==> src/sv/q2e_pkg.sv <==
// Package with widths, types, constants and helper functions of the quaternion to Euler block
`timescale 1ns / 1ps
`default_nettype none
package q2e_pkg;

    localparam int QUAT_BITS       = 16;
    localparam int ANGLE_FRAC_BITS = 16;
    localparam int CORDIC_STAGES   = 18;
    localparam int ANG_OUT_BITS    = 25;

    localparam int Q_FRAC   = 30;
    localparam int PROD_SH  = 2 * (QUAT_BITS - 2) - Q_FRAC;
    localparam int PROD_LSH = (PROD_SH < 0) ? -PROD_SH : 0;
    localparam int PROD_RSH = (PROD_SH > 0) ? PROD_SH : 0;

    localparam int PQ_W  = 34;   // one product in Q30
    localparam int SC_W  = 36;   // sine/cosine terms in Q30
    localparam int CW    = 40;   // CORDIC x/y datapath
    localparam int ZW    = 34;   // CORDIC angle accumulator, Q30 radians
    localparam int SQ_W  = 62;   // square root datapath
    localparam int REM_W = 2 * Q_FRAC + 1;
    localparam int ROOT_W     = Q_FRAC + 1;
    localparam int SQRT_STEPS = Q_FRAC + 1;
    localparam int MAG_W      = Q_FRAC;

    localparam int LANES      = 3;
    localparam int LANE_ROLL  = 0;
    localparam int LANE_PITCH = 1;
    localparam int LANE_YAW   = 2;

    localparam int TDATA_IN_W  = ((4 * QUAT_BITS + 7) / 8) * 8;
    localparam int TDATA_OUT_W = ((3 * ANG_OUT_BITS + 7) / 8) * 8;

    typedef logic signed [QUAT_BITS-1:0]    q_t;
    typedef logic signed [PQ_W-1:0]         pq_t;
    typedef logic signed [SC_W-1:0]         sc_t;
    typedef logic signed [ZW-1:0]           z_t;
    typedef logic        [ANG_OUT_BITS-1:0] ang_t;

    localparam sc_t ONE_Q30 = sc_t'(64'sd1 <<< Q_FRAC);
    localparam z_t  PI_Q30      = 34'sd3373259426;
    localparam z_t  HALF_PI_Q30 = 34'sd1686629713;
    localparam logic signed [63:0] RAD2DEG_Q24 = 64'sd961263669;
    localparam logic signed [63:0] DEG_LIM = 64'sd180 <<< ANGLE_FRAC_BITS;
    localparam logic [REM_W-1:0] REM_ONE = REM_W'(1) << (2 * Q_FRAC);

    typedef struct packed {
        sc_t  s_roll;
        sc_t  c_roll;
        sc_t  s_pitch;
        sc_t  s_yaw;
        sc_t  c_yaw;
        logic clamp;
    } q2e_item_t;

    typedef struct packed {
        sc_t [LANES-1:0] y;
        sc_t [LANES-1:0] x;
        logic            clamp;
        logic            neg;
    } q2e_cin_t;

    typedef struct packed {
        z_t [LANES-1:0] z;
        logic           clamp;
        logic           neg;
    } q2e_cout_t;

    typedef struct packed {
        ang_t roll;
        ang_t pitch;
        ang_t yaw;
        logic clamp;
    } q2e_res_t;

    // product of two quaternion parts brought to Q30 with a floor shift
    function automatic pq_t mul_q30(q_t a, q_t b);
        logic signed [2*QUAT_BITS-1:0] p;
        logic signed [65:0]            e;
        p = a * b;
        e = 66'(p);
        return PQ_W'((e <<< PROD_LSH) >>> PROD_RSH);
    endfunction

    // atan(2^-i) in Q30 radians
    function automatic z_t atan_q30(logic [4:0] i);
        z_t r;
        case (i)
            5'd0:    r = 34'sd843314857;
            5'd1:    r = 34'sd497837829;
            5'd2:    r = 34'sd263043837;
            5'd3:    r = 34'sd133525159;
            5'd4:    r = 34'sd67021687;
            5'd5:    r = 34'sd33543516;
            5'd6:    r = 34'sd16775851;
            5'd7:    r = 34'sd8388437;
            5'd8:    r = 34'sd4194283;
            5'd9:    r = 34'sd2097149;
            5'd31:   r = 34'sd0;
            default: r = z_t'(34'sd1 <<< (5'd30 - i));
        endcase
        return r;
    endfunction

endpackage
`default_nettype wire

==> src/sv/q2e_out.sv <==
// Output stages: pole override, range limit, unit conversion, rounding, result register
`timescale 1ns / 1ps
`default_nettype none
module q2e_out
    import q2e_pkg::*;
(
    input  wire logic      clk,
    input  wire logic      rst_n,
    input  wire logic      en,
    input  wire logic      in_valid,
    input  wire q2e_cout_t cin,
    input  wire logic      angle_unit,
    output logic           out_valid,
    output q2e_res_t       res
);

    logic v1_reg, v2_reg;
    logic unit1_reg, clamp1_reg, clamp2_reg;
    z_t   a_next  [LANES];
    z_t   a1_reg  [LANES];
    logic signed [63:0] p1_reg[LANES];
    ang_t r_next  [LANES];
    ang_t r2_reg  [LANES];

    always_ff @(posedge clk or negedge rst_n)
    begin
        if (!rst_n)
        begin
            v1_reg <= 1'b0;
            v2_reg <= 1'b0;
        end
        else if (en)
        begin
            v1_reg <= in_valid;
            v2_reg <= v1_reg;
        end
    end

    always_comb
    begin
        for (int l = 0; l < LANES; l++)
        begin
            a_next[l] = $signed(cin.z[l]);
            if (a_next[l] > PI_Q30)
                a_next[l] = PI_Q30;
            if (a_next[l] < -PI_Q30)
                a_next[l] = -PI_Q30;
        end
        if (cin.clamp)
            a_next[LANE_PITCH] = cin.neg ? -HALF_PI_Q30 : HALF_PI_Q30;
    end

    always_comb
    begin
        logic signed [63:0] r;
        r = '0;
        for (int l = 0; l < LANES; l++)
        begin
            if (unit1_reg)
            begin
                r = (p1_reg[l] + (64'sd1 <<< (53 - ANGLE_FRAC_BITS))) >>> (54 - ANGLE_FRAC_BITS);
                if (r > DEG_LIM)
                    r = DEG_LIM;
                if (r < -DEG_LIM)
                    r = -DEG_LIM;
            end
            else
                r = (64'(a1_reg[l]) + (64'sd1 <<< (29 - ANGLE_FRAC_BITS)))
                    >>> (Q_FRAC - ANGLE_FRAC_BITS);
            r_next[l] = r[ANG_OUT_BITS-1:0];
        end
    end

    always_ff @(posedge clk)
    begin
        if (en)
        begin
            unit1_reg  <= angle_unit;
            clamp1_reg <= cin.clamp;
            clamp2_reg <= clamp1_reg;
            for (int l = 0; l < LANES; l++)
            begin
                a1_reg[l] <= a_next[l];
                p1_reg[l] <= 64'(a_next[l]) * RAD2DEG_Q24;
                r2_reg[l] <= r_next[l];
            end
        end
    end

    assign out_valid = v2_reg;
    assign res.roll  = r2_reg[LANE_ROLL];
    assign res.pitch = r2_reg[LANE_PITCH];
    assign res.yaw   = r2_reg[LANE_YAW];
    assign res.clamp = clamp2_reg;

endmodule
`default_nettype wire

==> config.mk <==
export PLATFORM = sky130hd
export DESIGN_NAME = q2e_out
export DESIGN_NICKNAME = d
export VERILOG_FILES = /design/src/sv/q2e_pkg.sv /design/src/sv/q2e_out.sv
export SDC_FILE = /design/constraint.sdc
export NUM_CORES = 2
export LEC_CHECK = 0
export ABC_AREA = 1
export BUFFER_PORTS_ARGS = -buffer_cell sky130_fd_sc_hd__buf_2
export CAP_MARGIN = 5
export CORE_UTILIZATION = 40
export CTS_BUF_LIST = sky130_fd_sc_hd__clkbuf_2
export DETAILED_ROUTE_END_ITERATION = 10
export PLACE_DENSITY = 0.58
export SLEW_MARGIN = 15
export SYNTH_ARGS = -nofsm -noshare
export SYNTH_HDL_FRONTEND = slang
export SYNTH_SLANG_ARGS = --single-unit
==> constraint.sdc <==
create_clock -name clk -period 6.7 [get_ports clk]
set_input_delay 1.34 -clock clk [delete_from_list [all_inputs] [get_ports clk]]
set_output_delay 1.34 -clock clk [all_outputs]
set_load 0.005 [all_outputs]
==> summary.txt <==
Clocking
  – Clock tree buffer depth: 3
  – Clock Root Buffer: clkbuf_2
  – TritonCTS clock tree: yes
  – CTS Buf Count: 60
  – Reg clk slew, reported paths: 120 ps
  – Htree depth: 2
  – Clock sink total: between 200 and 250
  – Clk_lat worst skew: 1110 ps

Outcome
  – Status: finished with violations
  – Failing checks: negative setup slack

Synthesis
  – Mapped cell area: 70900 sq um
  – Yosys reg bits: 224
  – Synth warn: 0
  – Async S/R FF share, synth: 0.893%
  – Post-synthesis sequential area ratio: 9.47%
  – Cells after Synth: 7936
  – Synth Net Count: 10500
  – Post-synth top flop: edfxtp_1
  – Syn Area/Cell: 8.94 sq um
  – Distinct cells, synth: 60
  – Number of flops mapped to enable cells by yosys: 222

Global routing
  – Met2 Track Usage GR: about 50%
  – Initial antenna violation count: 12
  – Met1 Usage GRT: 39.0%
  – Total gr overflow: 0
  – Met3 Use GR: under 10%
  – First-pass GRT wire length: 390 mm
  – Largest net degree at the start of global routing: approximately 120
  – Busiest layer in global routing: met2
  – Vias in the first global route: 65400
  – GRT Total Usage: 29.0%

Setup path
  – Max incr delay on CP: slightly below 600 ps
  – Critical Path RT: 7490 ps
  – R2r setup slk: between 3000 and 4000 ps
  – WP data arrival: roughly 11000 ps
  – Endpoint type of the worst setup path: flip-flop
  – Critical-path top delay cell: fa_2
  – Worst setup SP type: primary input
  – R2R depth: 20
  – Crit path max fanout: 4
  – Worst Path Buf+Inv: 20
  – Most frequent CP cell: buf_6
  – Crit Path Class: in -> reg
  – Cell family with most CP delay: adder cells
  – Reg-to-reg startpoint: p1_reg[0][102]
  – R2R Path End: r2_reg[0][30]

Floorplanning
  – Initial Util: a little over 40%
  – Die H: 423 microns
  – Standard-cell rows: 154
  – Area of the core: 176000 sq um
  – DIE AREA: roughly 180000 sq um
  – I/O Pins: 186
  – Die width: 423 microns

Timing
  – Final Setup Violations: between 80 and 90
  – Max Fclk: between 0.1 and 0.15 GHz
  – Worst-Margin Slew: 920 ps
  – Max Slew Vio Count: 0
  – Max transition margin: 38.7%
  – Final worst slack: -3120 ps
  – Crit share post-route: 147%
  – Worst Skew: 107 ps
  – Setup TNS: -218970 ps
  – Unrepaired setup endpoints after global routing: yes
  – Final Hold Fails: 0
  – Minimum clock period: 9820 ps

Placed design
  – Post-DP HPWL: 232 mm
  – Placed Instance Area: 90500 sq um
  – Port bufs: roughly 190
  – Gpl congestion: approximately 1.0

Min path
  – Min-delay src: angle_unit
  – Hold path cells: 1
  – Hold Path End: unit1_reg
  – Hold crit path type: in -> reg

Final layout
  – Final instance area: between 100000 and 150000 sq um
  – Fraction of layout instances using a drive strength above 1: 36.3%
  – Fill count: 15600
  – Storage element area: between 6000 and 7000 sq um
  – Area delta synth->final: 41.0%
  – Final Net Count: about 13000
  – Footprint of the multi-input gates: between 60000 and 70000 sq um
  – Max FFs per register: roughly 80

Drt
  – Via count: 60400
  – Via-per-instance ratio: 4.82
  – Post-DRT Antenna Nets: 0
  – Residual DRC: 0
  – WL/cell: 20.8 microns
  – Initial DRC count: approximately 3600
  – Drt first pass iters: 7
  – Total Wirelength: 260 mm

Flow run
  – Max Cap Viol: 0
[cells by family (layout without fill, tap and decap cells)]
kind of cell / after synthesis / after routing / share of synthesized area, %
simple gates: 1769 / 1769 / 10.6
fa+ha+maj: 2424 / 2424 / 57.7
buf+inv: 2588 / 4840 / 13.8
compound gates: 674 / 674 / 5.29
mux: 2 / 2 / 0.0282
flops: 224 / 224 / 9.47
xor+xnor: 255 / 255 / 3.15
other cells: 0 / 11 / 0
[how the worst max path moves through the flow]
stage	to	startpoint	cells after the start	slack, ps
final	p1_reg[0][126]	cin[48]	55	-3120
after global routing	p1_reg[0][120]	cin[48]	51	-3390
after floorplan	p1_reg[0][124]	cin[38]	47	-3220
after global placement	p1_reg[0][126]	cin[51]	44	-5170
after CTS	p1_reg[0][120]	cin[39]	48	-2870
after detailed placement	p1_reg[0][126]	cin[51]	44	-5160
[worst register-to-register path, delay by kind of cell (launching register included)]
| kind | cells | cell delay [ps] |
|---|---|---|
| AO/OA/AOI/OAI | 2 | 650 |
| AND/OR/NAND/NOR | 15 | 1870 |
| flip-flops | 1 | 430 |
| buffers and inverters | 2 | 220 |
| adder cells (fa/ha/maj) | 1 | 270 |
[cells in the final DEF (no fill, tap or decap), drive strengths merged, types with 2 or more instances in the layout]
master,n
a211oi,8
a21boi,7
inv,2532
a21o,14
o31ai,6
clkinv,25
nand3b,18
o211ai,19
o2111ai,3
dfrtp,2
nand3,192
a31oi,38
nor4b,2
o32ai,2
nor2,425
or2,36
mux2i,2
nand2,900
buf,2198
xnor2,76
o21a,22
diode,11
ha,1016
a21oi,325
o21bai,11
o21ai,200
edfxtp,222
o41ai,2
bufinv,3
xor2,179
a221oi,6
and3,7
fa,1408
nor3b,2
nor4,32
o221ai,6
nand4,68
clkbuf,78
nor3,85
clkinvlp,3
[layer usage]
layer / routed length (microns) / share of wire [%]
met1: 114000 / 44
met2: 127000 / 49
met3: 9770 / 3.8
met5: 0 / 0
met4: 9630 / 3.7
[per-stage QoR]
step	instances	utilization, %	worst slack (ps)	hold WS [ps]
after floorplan	7936	-	-3220	400
after global placement	12100	51.4	-5170	441
after detailed placement	12100	51.4	-5160	465
after CTS	12400	55.1	-2870	320
after global routing	12500	56.8	-3390	349
final	12500	56.8	-3120	403
[cells in the mapped netlist (all sizes together), types with 8 or more instances]
master,instances,share of area [%]
o21a,22,0.23
nor3,85,0.62
nor4,32,0.28
or2,36,0.32
buf,19,0.18
a211oi,8,0.085
xor2,179,2.2
edfxtp,222,9.4
nor2,425,2.3
nand3,192,1.4
fa,1408,40
clkbuf,33,0.17
nand3b,18,0.19
ha,1016,18
nand2,900,4.8
o21ai,200,1.4
nand4,68,0.60
inv,2533,13
o211ai,19,0.21
a21o,14,0.15
o21bai,11,0.12
a31oi,38,0.34
a21oi,325,2.3
xnor2,76,0.94
[area by class of cell]
class | instances | area share (%)
Multi-Input combinational cell | 5124 | 62.4
Timing Repair Buffer | 2200 | 17.7
Inverter | 2536 | 9.60
Sequential cell | 224 | 6.71
Tap cell | 2340 | 2.93
Clock buffer | 77 | 0.385
Clock inverter | 27 | 0.213
Antenna cell | 11 | 0.0275
[what timing repair did]
| item | 4_1_cts | 5_1_grt |
|---|---|---|
| gates resized for setup | 957 | 561 |
| hold buffers | 1 | 0 |
| setup endpoints to repair | 81 | 81 |
| pin swaps | 527 | 366 |
| endpoints found under the hold margin | 2 | 0 |
| cloned | 3 | 1 |
| setup buffers | 202 | 118 |
Power is left out: the tool's default activity adds up to more than one toggle a clock period on the data nets, which glitch-free logic cannot reach.
